<file path="config.mk">
export PLATFORM = sky130hd
export DESIGN_NAME = msa_rsp_stage
export DESIGN_NICKNAME = d
export VERILOG_FILES = /design/src/hw/rtl/msa_pkg.sv /design/src/hw/rtl/msa_rsp_stage.sv
export SDC_FILE = /design/constraint.sdc
export NUM_CORES = 1
export LEC_CHECK = 0
export BUFFER_PORTS_ARGS = -buffer_cell sky130_fd_sc_hd__buf_4
export CORE_UTILIZATION = 40
export CTS_CLUSTER_SIZE = 16
export DETAILED_ROUTE_END_ITERATION = 10
export PLACE_DENSITY = 0.76
export SYNTH_ARGS = -nofsm -noshare
export SYNTH_HDL_FRONTEND = slang
export SYNTH_SLANG_ARGS = --single-unit
</file>
<file path="constraint.sdc">
create_clock -name clock -period 0.8 [get_ports clock]
set_input_delay 0.12 -clock clock [delete_from_list [all_inputs] [get_ports clock]]
set_output_delay 0.12 -clock clock [all_outputs]
set_load 0.005 [all_outputs]
</file>
<file path="src/hw/rtl/msa_pkg.sv">
package msa_pkg;

   localparam int OFFSET_BITS = 16;
   localparam int MAX_RECORDS = 1024;
   localparam int ADDR_BITS = $clog2(MAX_RECORDS);
   localparam int DEPTH_BITS = $clog2(MAX_RECORDS + 1);
   localparam int POP_BITS = 11;
   localparam int OP_BITS = 3;
   localparam int STATUS_BITS = 2;

   localparam logic [OFFSET_BITS-1:0] ALLOC_MARK_BYTES = OFFSET_BITS'(4);
   localparam logic [OFFSET_BITS-1:0] CHUNK_MARK_BYTES = OFFSET_BITS'(12);

   localparam logic [OP_BITS-1:0] OP_ALLOC     = 3'd0;
   localparam logic [OP_BITS-1:0] OP_POP       = 3'd1;
   localparam logic [OP_BITS-1:0] OP_MARK      = 3'd2;
   localparam logic [OP_BITS-1:0] OP_POP_CHUNK = 3'd3;
   localparam logic [OP_BITS-1:0] OP_CLEAR     = 3'd4;

   localparam logic [STATUS_BITS-1:0] STATUS_OK       = 2'd0;
   localparam logic [STATUS_BITS-1:0] STATUS_OVERFLOW = 2'd1;
   localparam logic [STATUS_BITS-1:0] STATUS_EMPTY    = 2'd2;

   typedef enum logic [1:0] {
      ST_IDLE,
      ST_POP,
      ST_DONE
   } state_type;

   typedef enum logic [1:0] {
      MODE_ONE,
      MODE_CHUNK,
      MODE_ALL
   } mode_type;

   typedef struct packed {
      logic [OP_BITS-1:0]     op;
      logic [OFFSET_BITS-1:0] request_bytes;
   } req_type;

   typedef struct packed {
      logic [STATUS_BITS-1:0] status;
      logic [OFFSET_BITS-1:0] block_offset;
      logic [OFFSET_BITS-1:0] used_bytes;
      logic [POP_BITS-1:0]    pops_done;
   } rsp_type;

   typedef struct packed {
      logic    load;
      rsp_type payload;
   } rsp_load_type;

   typedef struct packed {
      logic [OFFSET_BITS-1:0] prev_back;
      logic [OFFSET_BITS-1:0] prev_chunk;
   } rec_type;

endpackage

</file>
<file path="src/hw/rtl/msa_rsp_stage.sv">
module msa_rsp_stage (
   input  logic                  clock,
   input  logic                  reset,
   input  msa_pkg::rsp_load_type result,
   output logic                  out_free,
   output logic                  rsp_valid,
   input  logic                  rsp_stall,
   output msa_pkg::rsp_type      rsp_payload
);

   logic             valid_ff;
   logic             valid_in;
   msa_pkg::rsp_type payload_ff;

   assign out_free = !valid_ff || !rsp_stall;

   always_comb begin
      valid_in = valid_ff;
      if (result.load) begin
         valid_in = 1'b1;
      end else if (!rsp_stall) begin
         valid_in = 1'b0;
      end
   end

   always_ff @(posedge clock) begin
      if (reset) begin
         valid_ff <= 1'b0;
      end else begin
         valid_ff <= valid_in;
      end
   end

   always_ff @(posedge clock) begin
      if (result.load) begin
         payload_ff <= result.payload;
      end
   end

   assign rsp_valid = valid_ff;
   assign rsp_payload = payload_ff;

endmodule

</file>
==> impl_metrics.csv <==
group,metric,value,unit
run_status,status,"complete, but fails checks",
run_status,failed_checks,"negative setup slack",
detailed_routing,avgRoutedWirePerCell,21.4,microns
cells_and_area,drive_gt1_share,53.2,%
min_path,worst_hold_path_type,"input port to flop",
worst_setup_path,critical_path.top_delay_family,"flip-flops",
global_routing,grt.overflow.total,0,
cells_and_area,final_core_util,89.1,%
placement,portBuffers,95,
cells_and_area,syn2layout_area_growth,105,%
floorplanning,dieArea,0.00370,sq mm
worst_setup_path,path_cells,"buf_6",
cells_and_area,diodes,0,
global_routing,use_met2,45.4,%
detailed_routing,wirelength,5230,microns
worst_setup_path,end_kind,"primary output",
worst_setup_path,crit_start,"rsp_payload[19]",
logic_synthesis,syn_area,0.00138,sq mm
flow_run,drv_cap,0,
cells_and_area,fillers,120,
clock_tree,cts_buffer_depth,2,
sta,setup_slack,-0.292,ns
global_routing,grt_max_degree,27,
logic_synthesis,async_reset_ff_share,0,%
worst_setup_path,path_max_fanout,1,
logic_synthesis,yosysWarningCount,0,
placement,place_ws,0.0771,ns
detailed_routing,drc,0,
sta,post-route-min-period,1.09,ns
detailed_routing,drt-vias-per-instance,4.83,
clock_tree,cts.sinks,46,
detailed_routing,ant_nets,0,
worst_setup_path,critical_path_required,0.68,ns
clock_tree,insertion_delay,0.35,ns
sta,finalSetupViolations,47,
logic_synthesis,ys.flop_type,"edfxtp_1",
sta,tightest_slew,0.153,ns
power,total_leakage_power,1.19,nW
floorplanning,core_area,0.00318,sq mm
logic_synthesis,yosysTopAreaCellShare,97.6,%
clock_tree,cts_tree,"done",
global_routing,antenna_found_initial,0,
min_path,hp-start,"result[45]",
logic_synthesis,synth_edf_count,45,
logic_synthesis,synthesis.nets,98,
detailed_routing,drt-pass1-iter-count,4,
worst_setup_path,timing.rr.start,"rsp_valid",
global_routing,track_usage,26.6,%
logic_synthesis,post-synth-top-count-cell,"edfxtp_1",
sta,period_share,136,%
sta,fin_skew,0,ns
power,p_per_area,1850,mW/mm^2
logic_synthesis,syn_area_per_cell,28.2,sq um
floorplanning,die_y,60.8,microns
worst_setup_path,worstPathArrival,0.97,ns
clock_tree,htreeDepth,2,
power,vdd_drop_max,1.48,mV
worst_setup_path,slowest_stage,"edfxtp_1",
worst_setup_path,cpPeakStageDelay,0.46,ns
global_routing,grt_use_met1,28.4,%
logic_synthesis,yosysUniqueCellTypes,5,
sta,fmax,916,MHz
global_routing,grt_use_met3,8.53,%
clock_tree,cts_buffers,5,
floorplanning,rows,20,
global_routing,grt-busiest-layer,"met2",
sta,relSlewSlack,89.8,%
logic_synthesis,synthCells,49,
global_routing,grt_pass1_vias,1127,
sta,rsz0062_at_grt,"true",
logic_synthesis,synth_commonest_cells,"edfxtp_1, a21oi_1, dfxtp_1, nand2_1, nor2_1",
global_routing,grt_pass1_wl,6240,microns
clock_tree,cts_root_buf,"clkbuf_4",
worst_setup_path,path_class,"flop to primary output",
logic_synthesis,seq_area_frac_synth,99.1,%
logic_synthesis,ys_ff_latch,46,
sta,hold_viol_final,0,
cells_and_area,nets,249,
sta,maxSlewViolCount,0,
floorplanning,top_level_ports,96,
logic_synthesis,ys_top_cells_by_area,"edfxtp_1, dfxtp_1, a21oi_1",
clock_tree,clk_pin_slew,0.15,ns
detailed_routing,drt-initial-drc-count,38,
logic_synthesis,synth_top_area_cell,"edfxtp_1",
worst_setup_path,crit_buf_inv,1,
detailed_routing,num_vias,1183,
floorplanning,die_x,60.8,microns
placement,gp_congestion,0.698,
floorplanning,start_util,43.5,%
worst_setup_path,start_kind,"flop",
-- cells in the final DEF, fill, tap and decap left out --
| master | synthesis | layout |
|---|---|---|
| bufinv_16 | 0 | 1 |
| nor2_1 | 1 | 1 |
| dfxtp_2 | 0 | 1 |
| buf_12 | 0 | 2 |
| clkinvlp_4 | 0 | 2 |
| nand2_2 | 0 | 1 |
| dlygate4sd3_1 | 0 | 47 |
| a21oi_1 | 1 | 1 |
| clkbuf_4 | 0 | 5 |
| edfxtp_1 | 45 | 45 |
| buf_6 | 0 | 22 |
| buf_4 | 0 | 73 |
-- report_power, final --
group | total, mW | switching, mW | internal [mW]
sequential | 2.95 | 0.0904 | 2.86
combinational | 0.847 | 0.269 | 0.578
clock | 1.43 | 0.776 | 0.656
total | 5.23 | 1.14 | 4.09
-- registers in the layout, indices dropped and copies added (netlist names) --
register	count
rsp_payload	45
rsp_valid	1
-- final timing paths --
check / depth (start not counted) / to / slack [ns]
worst max-delay path: 1 / rsp_payload[19] / -0.29
worst min-delay path: 2 / rsp_payload[25] / 0.15
worst max register to register: 2 / rsp_valid / 0.17
worst min register to register: 2 / rsp_valid / 0.55
-- area by class of cell --
| type | instances | area (sq um) | area share (%) |
|---|---|---|---|
| Sequential cell | 46 | 1370 | 48.5 |
| Tap cell | 44 | 55.1 | 1.94 |
| Clock buffer | 5 | 37.5 | 1.33 |
| Timing Repair Buffer | 144 | 1310 | 46.1 |
| Multi-Input combinational cell | 3 | 15.0 | 0.530 |
| Clock inverter | 3 | 45.0 | 1.59 |
-- cell families after synthesis --
logic type / synth area share, %
simple gates: 0.542
flops: 99.1
compound gates: 0.361
-- layer usage --
layer / up-vias / wire, microns
met1: 576 / 1700
met4: 0 / 221
met5: - / 0
met2: 94 / 2860
met3: 18 / 447
li1: 495 / -
-- per-stage QoR --
stage               setup TNS, ns  hold WS, ns  cells  power [mW]  area (sq um)
floorplan                       0        0.192     49        2.99          1380
global placement                0        0.278    190        3.51          2190
detailed placement              0        0.279    190        3.52          2190
CTS                        -10.16      0.00347    244        5.06          2750
global route               -12.72        0.150    245        5.39          2830
finish                     -10.95        0.155    245        5.23          2830
-- what timing repair did --
action / in CTS / in global routing
gates resized for setup: 6 / 18
hold buffers: 46 / 1
pin swaps: 1 / 1
setup endpoints to repair: 47 / 47
cloned: 0 / 0
buffers inserted: 0 / 0
endpoints found under the hold margin: 46 / 1
Power figures use the tool's default switching activity.
